### config.mk
export PLATFORM = sky130hd
export DESIGN_NAME = rgb_to_hsv_pixel_converter_top_flat
export DESIGN_NICKNAME = d
export VERILOG_FILES = /design/src/rgb2hsv_pkg.sv /design/src/rgb2hsv_if.sv /design/src/rgb2hsv_front.sv /design/src/rgb2hsv_div_stage.sv /design/src/rgb2hsv_back.sv /design/src/rgb_to_hsv_pixel_converter_top.sv /design/src/flat_wrapper.sv
export SDC_FILE = /design/constraint.sdc
export NUM_CORES = 2
export LEC_CHECK = 0
export ABC_AREA = 1
export BUFFER_PORTS_ARGS = -buffer_cell sky130_fd_sc_hd__buf_4
export CAP_MARGIN = 20
export CORE_MARGIN = 1.5
export CORE_UTILIZATION = 50
export DETAILED_ROUTE_END_ITERATION = 12
export PLACE_DENSITY_LB_ADDON = 0.3
export SLEW_MARGIN = 25
export SYNTH_ARGS = -nofsm -noshare
export SYNTH_HDL_FRONTEND = slang
export SYNTH_HIERARCHICAL = 1
export SYNTH_SLANG_ARGS = --single-unit
### constraint.sdc
create_clock -name clock -period 7.6 [get_ports clock]
set_clock_uncertainty 0.05 [all_clocks]
set_input_delay 1.52 -clock clock [delete_from_list [all_inputs] [get_ports clock]]
set_output_delay 1.52 -clock clock [all_outputs]
set_load 0.005 [all_outputs]
### src/rgb2hsv_pkg.sv
// shared constants and types for the rgb to hsv pixel converter
// no dependencies; compiled first
`default_nettype none

package rgb2hsv_pkg;

   // fraction bits of every channel, one equals 2**FRAC_BITS_DEF
   localparam int unsigned FRAC_BITS_DEF = 12;

   // special cases that ride along the divider pipeline
   typedef struct packed {
      logic sat_zero;  // black pixel, saturation forced to zero
      logic sat_one;   // smallest channel is zero, saturation is exactly one
      logic hue_zero;  // gray pixel, hue forced to zero
      logic hue_neg;   // red sector with green below blue, hue wraps
   } flag_type;

endpackage

`default_nettype wire

### src/rgb2hsv_if.sv
// valid/ready channel interfaces for pixel transactions in and out
// depends on rgb2hsv_pkg for the default fraction width
`default_nettype none

interface rgb2hsv_req_if #(
   parameter int unsigned FRAC_BITS = rgb2hsv_pkg::FRAC_BITS_DEF
);
   logic                 valid;
   logic                 ready;
   logic [FRAC_BITS:0]   red_in;
   logic [FRAC_BITS:0]   green_in;
   logic [FRAC_BITS:0]   blue_in;

   modport source (output valid, output red_in, output green_in, output blue_in,
                   input ready);
   modport sink   (input valid, input red_in, input green_in, input blue_in,
                   output ready);
endinterface

interface rgb2hsv_rsp_if #(
   parameter int unsigned FRAC_BITS = rgb2hsv_pkg::FRAC_BITS_DEF
);
   logic                 valid;
   logic                 ready;
   logic [FRAC_BITS-1:0] hue_out;
   logic [FRAC_BITS:0]   sat_out;
   logic [FRAC_BITS:0]   val_out;

   modport source (output valid, output hue_out, output sat_out, output val_out,
                   input ready);
   modport sink   (input valid, input hue_out, input sat_out, input val_out,
                   output ready);
endinterface

`default_nettype wire

### src/rgb2hsv_front.sv
// first two pipeline stages: clamp, max/min and sector, then chroma,
// hue numerator and divider setup; depends on rgb2hsv_pkg
`default_nettype none

module rgb2hsv_front #(
   parameter int unsigned FRAC_BITS = rgb2hsv_pkg::FRAC_BITS_DEF
) (
   input  wire logic                   clock,
   input  wire logic                   reset,
   input  wire logic                   in_valid,
   output      logic                   in_ready,
   input  wire logic [FRAC_BITS:0]     red,
   input  wire logic [FRAC_BITS:0]     green,
   input  wire logic [FRAC_BITS:0]     blue,
   output      logic                   out_valid,
   input  wire logic                   out_ready,
   output      logic [FRAC_BITS:0]     rem_s,
   output      logic [FRAC_BITS:0]     div_v,
   output      logic [FRAC_BITS+2:0]   rem_h,
   output      logic [FRAC_BITS+2:0]   div_h,
   output      rgb2hsv_pkg::flag_type  flags
);
   import rgb2hsv_pkg::*;

   localparam int unsigned W  = FRAC_BITS + 1;
   localparam int unsigned HW = FRAC_BITS + 3;
   localparam logic [W-1:0] ONE = {1'b1, {FRAC_BITS{1'b0}}};

   typedef enum logic [1:0] {SEC_RED, SEC_GREEN, SEC_BLUE} sector_type;

   // stage 1 registers
   logic          valid1_ff;
   logic [W-1:0]  r1_ff, g1_ff, b1_ff, v1_ff, mn1_ff;
   logic [W-1:0]  r1_in, g1_in, b1_in, v1_in, mn1_in;
   sector_type    sec1_ff, sec1_in;
   logic          ready1;

   // stage 2 registers
   logic          valid2_ff;
   logic [W-1:0]  rs2_ff, dv2_ff, rs2_in, dv2_in;
   logic [HW-1:0] rh2_ff, dh2_ff, rh2_in, dh2_in;
   flag_type      flag2_ff, flag2_in;
   logic          ready2;

   logic [W-1:0]  max_rg, min_rg;
   logic [W-1:0]  chroma;
   logic [HW-1:0] chroma_x;
   logic          red_neg;

   assign ready2   = !valid2_ff || out_ready;
   assign ready1   = !valid1_ff || ready2;
   assign in_ready = ready1;

   // stage 1: clamp inputs above one, find extremes and the winning channel
   always_comb begin
      r1_in  = (red   > ONE) ? ONE : red;
      g1_in  = (green > ONE) ? ONE : green;
      b1_in  = (blue  > ONE) ? ONE : blue;
      max_rg = (r1_in >= g1_in) ? r1_in : g1_in;
      min_rg = (r1_in <= g1_in) ? r1_in : g1_in;
      v1_in  = (max_rg >= b1_in) ? max_rg : b1_in;
      mn1_in = (min_rg <= b1_in) ? min_rg : b1_in;
      // ties go to red first, then green
      if (v1_in == r1_in) begin
         sec1_in = SEC_RED;
      end else if (v1_in == g1_in) begin
         sec1_in = SEC_GREEN;
      end else begin
         sec1_in = SEC_BLUE;
      end
   end

   always_ff @(posedge clock) begin
      if (reset) begin
         valid1_ff <= 1'b0;
      end else if (ready1) begin
         valid1_ff <= in_valid;
      end
   end

   always_ff @(posedge clock) begin
      if (ready1 && in_valid) begin
         r1_ff   <= r1_in;
         g1_ff   <= g1_in;
         b1_ff   <= b1_in;
         v1_ff   <= v1_in;
         mn1_ff  <= mn1_in;
         sec1_ff <= sec1_in;
      end
   end

   // stage 2: chroma, magnitude of the hue numerator and the divisors
   always_comb begin
      chroma   = v1_ff - mn1_ff;
      chroma_x = HW'(chroma);
      red_neg  = 1'b0;
      case (sec1_ff)
         SEC_RED: begin
            red_neg = g1_ff < b1_ff;
            rh2_in  = red_neg ? HW'(b1_ff - g1_ff) : HW'(g1_ff - b1_ff);
         end
         SEC_GREEN: begin
            // b - r stays above -chroma, so the sum is never negative
            rh2_in = (chroma_x << 1) + HW'(b1_ff) - HW'(r1_ff);
         end
         SEC_BLUE: begin
            rh2_in = (chroma_x << 2) + HW'(r1_ff) - HW'(g1_ff);
         end
         default: begin
            rh2_in = '0;
         end
      endcase
      dh2_in            = (chroma_x << 2) + (chroma_x << 1);
      flag2_in.sat_zero = (v1_ff == '0);
      flag2_in.sat_one  = (mn1_ff == '0) && (v1_ff != '0);
      flag2_in.hue_zero = (chroma == '0);
      flag2_in.hue_neg  = red_neg;
      // chroma equal to value takes the integer quotient bit here
      rs2_in            = flag2_in.sat_one ? '0 : chroma;
      dv2_in            = v1_ff;
   end

   always_ff @(posedge clock) begin
      if (reset) begin
         valid2_ff <= 1'b0;
      end else if (ready2) begin
         valid2_ff <= valid1_ff;
      end
   end

   always_ff @(posedge clock) begin
      if (ready2 && valid1_ff) begin
         rs2_ff   <= rs2_in;
         dv2_ff   <= dv2_in;
         rh2_ff   <= rh2_in;
         dh2_ff   <= dh2_in;
         flag2_ff <= flag2_in;
      end
   end

   assign out_valid = valid2_ff;
   assign rem_s     = rs2_ff;
   assign div_v     = dv2_ff;
   assign rem_h     = rh2_ff;
   assign div_h     = dh2_ff;
   assign flags     = flag2_ff;

endmodule

`default_nettype wire

### src/rgb2hsv_div_stage.sv
// one restoring-division stage: a quotient bit for saturation and one for hue
// depends on rgb2hsv_pkg for the flag struct
`default_nettype none

module rgb2hsv_div_stage #(
   parameter int unsigned FRAC_BITS = rgb2hsv_pkg::FRAC_BITS_DEF
) (
   input  wire logic                     clock,
   input  wire logic                     reset,
   input  wire logic                     in_valid,
   output      logic                     in_ready,
   input  wire logic [FRAC_BITS:0]       in_rem_s,
   input  wire logic [FRAC_BITS:0]       in_div_v,
   input  wire logic [FRAC_BITS-1:0]     in_q_s,
   input  wire logic [FRAC_BITS+2:0]     in_rem_h,
   input  wire logic [FRAC_BITS+2:0]     in_div_h,
   input  wire logic [FRAC_BITS-1:0]     in_q_h,
   input  wire rgb2hsv_pkg::flag_type    in_flags,
   output      logic                     out_valid,
   input  wire logic                     out_ready,
   output      logic [FRAC_BITS:0]       out_rem_s,
   output      logic [FRAC_BITS:0]       out_div_v,
   output      logic [FRAC_BITS-1:0]     out_q_s,
   output      logic [FRAC_BITS+2:0]     out_rem_h,
   output      logic [FRAC_BITS+2:0]     out_div_h,
   output      logic [FRAC_BITS-1:0]     out_q_h,
   output      rgb2hsv_pkg::flag_type    out_flags
);
   import rgb2hsv_pkg::*;

   localparam int unsigned W  = FRAC_BITS + 1;
   localparam int unsigned HW = FRAC_BITS + 3;

   logic              valid_ff;
   logic [W-1:0]      rem_s_ff, rem_s_in, div_v_ff;
   logic [HW-1:0]     rem_h_ff, rem_h_in, div_h_ff;
   logic [FRAC_BITS-1:0] q_s_ff, q_s_in, q_h_ff, q_h_in;
   flag_type          flags_ff;

   logic [W:0]        dbl_s, sub_s;
   logic [HW:0]       dbl_h, sub_h;
   logic              bit_s, bit_h;

   assign in_ready = !valid_ff || out_ready;

   // remainders stay below their divisors, so the doubled value fits one more bit
   always_comb begin
      dbl_s    = {in_rem_s, 1'b0};
      sub_s    = dbl_s - {1'b0, in_div_v};
      bit_s    = dbl_s >= {1'b0, in_div_v};
      rem_s_in = bit_s ? sub_s[W-1:0] : dbl_s[W-1:0];
      q_s_in   = {in_q_s[FRAC_BITS-2:0], bit_s};

      dbl_h    = {in_rem_h, 1'b0};
      sub_h    = dbl_h - {1'b0, in_div_h};
      bit_h    = dbl_h >= {1'b0, in_div_h};
      rem_h_in = bit_h ? sub_h[HW-1:0] : dbl_h[HW-1:0];
      q_h_in   = {in_q_h[FRAC_BITS-2:0], bit_h};
   end

   always_ff @(posedge clock) begin
      if (reset) begin
         valid_ff <= 1'b0;
      end else if (in_ready) begin
         valid_ff <= in_valid;
      end
   end

   always_ff @(posedge clock) begin
      if (in_ready && in_valid) begin
         rem_s_ff <= rem_s_in;
         div_v_ff <= in_div_v;
         q_s_ff   <= q_s_in;
         rem_h_ff <= rem_h_in;
         div_h_ff <= in_div_h;
         q_h_ff   <= q_h_in;
         flags_ff <= in_flags;
      end
   end

   assign out_valid = valid_ff;
   assign out_rem_s = rem_s_ff;
   assign out_div_v = div_v_ff;
   assign out_q_s   = q_s_ff;
   assign out_rem_h = rem_h_ff;
   assign out_div_h = div_h_ff;
   assign out_q_h   = q_h_ff;
   assign out_flags = flags_ff;

endmodule

`default_nettype wire

### src/rgb2hsv_back.sv
// output stage: applies special cases and hue wrap, holds the result register
// depends on rgb2hsv_pkg for the flag struct
`default_nettype none

module rgb2hsv_back #(
   parameter int unsigned FRAC_BITS = rgb2hsv_pkg::FRAC_BITS_DEF
) (
   input  wire logic                   clock,
   input  wire logic                   reset,
   input  wire logic                   in_valid,
   output      logic                   in_ready,
   input  wire logic [FRAC_BITS:0]     in_val,
   input  wire logic [FRAC_BITS-1:0]   in_q_s,
   input  wire logic [FRAC_BITS-1:0]   in_q_h,
   input  wire rgb2hsv_pkg::flag_type  in_flags,
   output      logic                   out_valid,
   input  wire logic                   out_ready,
   output      logic [FRAC_BITS-1:0]   hue,
   output      logic [FRAC_BITS:0]     sat,
   output      logic [FRAC_BITS:0]     val
);
   import rgb2hsv_pkg::*;

   localparam int unsigned W = FRAC_BITS + 1;
   localparam logic [W-1:0] ONE = {1'b1, {FRAC_BITS{1'b0}}};

   logic                 valid_ff;
   logic [FRAC_BITS-1:0] hue_ff, hue_in;
   logic [W-1:0]         sat_ff, sat_in, val_ff;

   assign in_ready = !valid_ff || out_ready;

   always_comb begin
      if (in_flags.sat_zero) begin
         sat_in = '0;
      end else if (in_flags.sat_one) begin
         sat_in = ONE;
      end else begin
         sat_in = {1'b0, in_q_s};
      end
      // negative quotient gets one turn added; a zero quotient stays zero
      if (in_flags.hue_zero) begin
         hue_in = '0;
      end else if (in_flags.hue_neg) begin
         hue_in = '0 - in_q_h;
      end else begin
         hue_in = in_q_h;
      end
   end

   always_ff @(posedge clock) begin
      if (reset) begin
         valid_ff <= 1'b0;
      end else if (in_ready) begin
         valid_ff <= in_valid;
      end
   end

   always_ff @(posedge clock) begin
      if (in_ready && in_valid) begin
         hue_ff <= hue_in;
         sat_ff <= sat_in;
         val_ff <= in_val;
      end
   end

   assign out_valid = valid_ff;
   assign hue       = hue_ff;
   assign sat       = sat_ff;
   assign val       = val_ff;

endmodule

`default_nettype wire

### src/rgb_to_hsv_pixel_converter_top.sv
// top level of the rgb to hsv pixel converter: front stages, divider chain, output stage
// depends on rgb2hsv_pkg, rgb2hsv_if, rgb2hsv_front, rgb2hsv_div_stage, rgb2hsv_back
//
//   port     dir  transaction                       payload
//   req_if   in   one pixel, rgb                    red_in, green_in, blue_in
//   rsp_if   out  one pixel, hsv                    hue_out, sat_out, val_out
//
// a pixel is accepted every cycle unless back-pressure from the output has filled the pipeline
// the two dividers resolve one quotient bit per stage
// reset clears the valid bit of every stage; payload registers are not reset
// each stage holds while its successor is full and stalled, empty stages keep filling,
// so input is taken while a finished result still waits at the output
`default_nettype none

module rgb_to_hsv_pixel_converter_top #(
   parameter int unsigned FRAC_BITS = rgb2hsv_pkg::FRAC_BITS_DEF
) (
   input  wire logic   clock,
   input  wire logic   reset,
   rgb2hsv_req_if.sink   req_if,
   rgb2hsv_rsp_if.source rsp_if
);
   import rgb2hsv_pkg::*;

   localparam int unsigned W  = FRAC_BITS + 1;
   localparam int unsigned HW = FRAC_BITS + 3;
   localparam logic [W-1:0] ONE = {1'b1, {FRAC_BITS{1'b0}}};

   // index k feeds divider stage k, index FRAC_BITS feeds the output stage
   logic                 valid_q [0:FRAC_BITS];
   logic                 ready_q [0:FRAC_BITS];
   logic [W-1:0]         rem_s_q [0:FRAC_BITS];
   logic [W-1:0]         div_v_q [0:FRAC_BITS];
   logic [FRAC_BITS-1:0] q_s_q   [0:FRAC_BITS];
   logic [HW-1:0]        rem_h_q [0:FRAC_BITS];
   logic [HW-1:0]        div_h_q [0:FRAC_BITS];
   logic [FRAC_BITS-1:0] q_h_q   [0:FRAC_BITS];
   flag_type             flags_q [0:FRAC_BITS];

   rgb2hsv_front #(.FRAC_BITS(FRAC_BITS)) u_front (
      .clock     (clock),
      .reset     (reset),
      .in_valid  (req_if.valid),
      .in_ready  (req_if.ready),
      .red       (req_if.red_in),
      .green     (req_if.green_in),
      .blue      (req_if.blue_in),
      .out_valid (valid_q[0]),
      .out_ready (ready_q[0]),
      .rem_s     (rem_s_q[0]),
      .div_v     (div_v_q[0]),
      .rem_h     (rem_h_q[0]),
      .div_h     (div_h_q[0]),
      .flags     (flags_q[0])
   );

   assign q_s_q[0] = '0;
   assign q_h_q[0] = '0;

   for (genvar k = 0; k < FRAC_BITS; k++) begin : g_div
      rgb2hsv_div_stage #(.FRAC_BITS(FRAC_BITS)) u_stage (
         .clock     (clock),
         .reset     (reset),
         .in_valid  (valid_q[k]),
         .in_ready  (ready_q[k]),
         .in_rem_s  (rem_s_q[k]),
         .in_div_v  (div_v_q[k]),
         .in_q_s    (q_s_q[k]),
         .in_rem_h  (rem_h_q[k]),
         .in_div_h  (div_h_q[k]),
         .in_q_h    (q_h_q[k]),
         .in_flags  (flags_q[k]),
         .out_valid (valid_q[k+1]),
         .out_ready (ready_q[k+1]),
         .out_rem_s (rem_s_q[k+1]),
         .out_div_v (div_v_q[k+1]),
         .out_q_s   (q_s_q[k+1]),
         .out_rem_h (rem_h_q[k+1]),
         .out_div_h (div_h_q[k+1]),
         .out_q_h   (q_h_q[k+1]),
         .out_flags (flags_q[k+1])
      );
   end

   rgb2hsv_back #(.FRAC_BITS(FRAC_BITS)) u_back (
      .clock     (clock),
      .reset     (reset),
      .in_valid  (valid_q[FRAC_BITS]),
      .in_ready  (ready_q[FRAC_BITS]),
      .in_val    (div_v_q[FRAC_BITS]),
      .in_q_s    (q_s_q[FRAC_BITS]),
      .in_q_h    (q_h_q[FRAC_BITS]),
      .in_flags  (flags_q[FRAC_BITS]),
      .out_valid (rsp_if.valid),
      .out_ready (rsp_if.ready),
      .hue       (rsp_if.hue_out),
      .sat       (rsp_if.sat_out),
      .val       (rsp_if.val_out)
   );

   // saturation and value never exceed one
   a_range: assert property (@(posedge clock) disable iff (reset)
      rsp_if.valid |-> (rsp_if.sat_out <= ONE) && (rsp_if.val_out <= ONE))
      else $error("hsv result above one");

   // black pixel carries no saturation and no hue
   a_black: assert property (@(posedge clock) disable iff (reset)
      rsp_if.valid && (rsp_if.val_out == '0) |->
         (rsp_if.sat_out == '0) && (rsp_if.hue_out == '0))
      else $error("black pixel with nonzero saturation or hue");

   // zero saturation means zero chroma, so hue must be zero too
   a_gray: assert property (@(posedge clock) disable iff (reset)
      rsp_if.valid && (rsp_if.sat_out == '0) |-> (rsp_if.hue_out == '0))
      else $error("gray pixel with nonzero hue");

   // the last divider stage, when full and not drained, must keep its transaction
   a_hold: assert property (@(posedge clock) disable iff (reset)
      valid_q[FRAC_BITS] && !ready_q[FRAC_BITS] |=> valid_q[FRAC_BITS])
      else $error("last divider stage dropped a transaction");

endmodule

`default_nettype wire
### src/flat_wrapper.sv
// flat-port wrapper written by rule: the top's interface ports become plain ports
module rgb_to_hsv_pixel_converter_top_flat import rgb2hsv_pkg::*;
#(
   parameter int unsigned FRAC_BITS = rgb2hsv_pkg::FRAC_BITS_DEF
)
  (clock, reset, req_if_valid, req_if_red_in, req_if_green_in, req_if_blue_in, req_if_ready, rsp_if_valid, rsp_if_hue_out, rsp_if_sat_out, rsp_if_val_out, rsp_if_ready);
  rgb2hsv_req_if #(.FRAC_BITS(FRAC_BITS)) req_if_i ();
  rgb2hsv_rsp_if #(.FRAC_BITS(FRAC_BITS)) rsp_if_i ();
  input  wire logic clock;
  input  wire logic reset;
  input wire logic [$bits(req_if_i.valid)-1:0] req_if_valid;
  input wire logic [$bits(req_if_i.red_in)-1:0] req_if_red_in;
  input wire logic [$bits(req_if_i.green_in)-1:0] req_if_green_in;
  input wire logic [$bits(req_if_i.blue_in)-1:0] req_if_blue_in;
  output wire logic [$bits(req_if_i.ready)-1:0] req_if_ready;
  output wire logic [$bits(rsp_if_i.valid)-1:0] rsp_if_valid;
  output wire logic [$bits(rsp_if_i.hue_out)-1:0] rsp_if_hue_out;
  output wire logic [$bits(rsp_if_i.sat_out)-1:0] rsp_if_sat_out;
  output wire logic [$bits(rsp_if_i.val_out)-1:0] rsp_if_val_out;
  input wire logic [$bits(rsp_if_i.ready)-1:0] rsp_if_ready;
  assign req_if_i.valid = req_if_valid;
  assign req_if_i.red_in = req_if_red_in;
  assign req_if_i.green_in = req_if_green_in;
  assign req_if_i.blue_in = req_if_blue_in;
  assign req_if_ready = req_if_i.ready;
  assign rsp_if_valid = rsp_if_i.valid;
  assign rsp_if_hue_out = rsp_if_i.hue_out;
  assign rsp_if_sat_out = rsp_if_i.sat_out;
  assign rsp_if_val_out = rsp_if_i.val_out;
  assign rsp_if_i.ready = rsp_if_ready;
  rgb_to_hsv_pixel_converter_top #(.FRAC_BITS(FRAC_BITS)) u_core (.clock(clock), .reset(reset), .req_if(req_if_i), .rsp_if(rsp_if_i));
endmodule
==> results.cfg <==
[outcome]
outcome = finished clean

[setup_path]
cp-end-kind = output port
cp.required_ps = 6030
endpoint = req_if_ready
cpMostUsedCell = inv_1
arrival_ps = 4550
cp_slowest_cell = buf_4
cp-start-kind = input port
rrSetupSlack_ps = 2630
cp-startpoint = rsp_if_ready
path_class = input port to output port
r2r-start = u_core/u_front/dv2_in[2]
critPathMaxFanout = 3
r2r-end = u_core/u_front/rem_h[14]
ff2ff_path_depth = 20
critPathMaxStageDelay_ps = 160

[clocking]
insertion_delay_ps = 760
post_cts_buffers = 0
cts-root-buf = clkbuf_16
clock-sinks = 1012
cts_buffer_depth = 3
cts_resized = 0
path_clk_slew_ps = 60
cts_tree = done
cts_hold_buffers = 0
numCtsBuffers = 111
htreeDepth = 3

[routing]
avgViaCountPerCell = 5.15
dr.pass1.iters = 5
drt_iter0_drc = 3169
route.detailed.drc = 0
vias = 48100
wl_per_cell_um = 16.6
routed_wl_um = 155000
drtAntennaViolNets = 0

[sta]
slew-limit-headroom_pct = 31.2
worstMarginPinSlew_ps = 1030
fmax_mhz = 163
rsz0062_at_grt = false
drv_slew = 0
fin_crit_sh_pct = 80.6
hold_viol_final = 0
finalCriticalPeriod_ps = 6120
setup-violations-final = 0
setup-tns-final_ps = 0

[synth]
synth.avg_cell_area_um2 = 8.64
synth_area_um2 = 64200
yosysWarnings = 6
synth_fp_nets = 7989
netlist_instances = 7433

[die]
initial_core_util_pct = 50.3
die_w_um = 361
core_area_um2 = 128000
rows = 131
top_level_ports = 83
dieHeight_um = 361
dieArea_um2 = 131000

[grt]
grt_pass1_vias = 47100
antenna_found_initial = 0
overflow = 0
grt_pass1_wl_um = 246000
grt_usage_pct = 23.6
grt_max_degree = 75

[place]
port_buffers = 82
place_inst = 9135
dpl.hpwl_um = 122000
gp_congestion = 0.915

[finish]
drive_gt1_share_pct = 8.02
area_delta_synth_final_pct = 9.61
nFillCells = 11500
fin_nets = 8143
final_core_util_pct = 55.2
instances_no_fill = 9347

[job]
cap_violations = 0

[power]
vdd_drop_max_mv = 0.278
power.density_nw_per_um2 = 230
total_leakage_power_nw = 34.0

[min_path]
hp-class = register to register
## cell type report
class                           count  area (um2)  share of cell area (%)
Clock inverter                     87         946                    1.34
Timing Repair Buffer              109         838                    1.19
Tap cell                         1662        2080                    2.95
Clock buffer                      122        2820                    4.01
Sequential cell                  1012       30200                    43.0
Antenna cell                        2        5.00                 0.00711
Multi-Input combinational cell   4886       27900                    39.7
Inverter                         1467        5510                    7.84
## routing by layer
layer | wire length (um) | up-vias | track usage (%)
met2 | 77400 | 1009 | 42.6
met3 | 6210 | 290 | 2.56
li1 | - | 24400 | -
met4 | 6060 | 0 | 9.70
met1 | 65000 | 22400 | 28.7
met5 | 0 | - | 0
## worst min path at each step
stage,start,end,cells past startpoint
floorplan,u_core/u_front/flags[0],u_core/g_div[0].u_stage/out_flags[0],0
global placement,u_core/g_div[3].u_stage/out_q_h[1],u_core/g_div[4].u_stage/out_q_h[2],0
detailed placement,u_core/g_div[9].u_stage/out_q_h[2],u_core/g_div[10].u_stage/out_q_h[3],0
CTS,u_core/u_front/flags[0],u_core/g_div[0].u_stage/out_flags[0],0
global route,u_core/g_div[3].u_stage/out_flags[1],u_core/g_div[4].u_stage/out_flags[1],0
finish,u_core/u_front/flags[0],u_core/g_div[0].u_stage/out_flags[0],0
## flip-flops by register name, indices dropped and copies added (netlist names), 14 cells and up
register                        cells
u_core/g_div.u_stage/out_q_h       78
u_core/g_div.u_stage/out_rem_s    143
u_core/g_div.u_stage/out_div_v    156
u_core/g_div.u_stage/out_q_s       78
u_core/g_div.u_stage/out_div_h    165
u_core/g_div.u_stage/out_flags     48
u_core/g_div.u_stage/out_rem_h    165
u_core/u_front/rem_h               15
u_core/u_front/div_h               14
## worst max-delay path, delay by kind of cell
family,cells,cell delay [ps]
buffers and inverters,16,1850
and+or+nand+nor,14,1190
## cell usage in the layout, fill, tap and decap left out, types with 108 or more instances in the layout
cell type	count
o21ai_0	133
a21oi_1	263
clkbuf_16	111
ha_1	460
xor2_1	116
nor2_1	416
nand3_1	510
edfxtp_1	997
buf_4	108
nand2_1	2280
nand4_1	184
inv_1	1448
## where the power goes
part           total (mW)  switching (mW)  internal, mW
Combinational        4.05            2.65          1.40
Clock                5.48            2.33          3.15
Sequential           6.64           0.197          6.44
Total                16.2            5.17          11.0
## per-stage QoR
step	area (um2)	power (mW)	setup slack, ps	hold slack, ps
final	70400	16.2	1480	339
after detailed placement	66600	10.7	761	355
after global routing	70400	17.0	992	346
after floorplan	64200	9.63	1200	350
after CTS	70300	16.2	1470	350
after global placement	66600	10.7	666	351
Note: power is estimated with default switching activity, not from simulation.
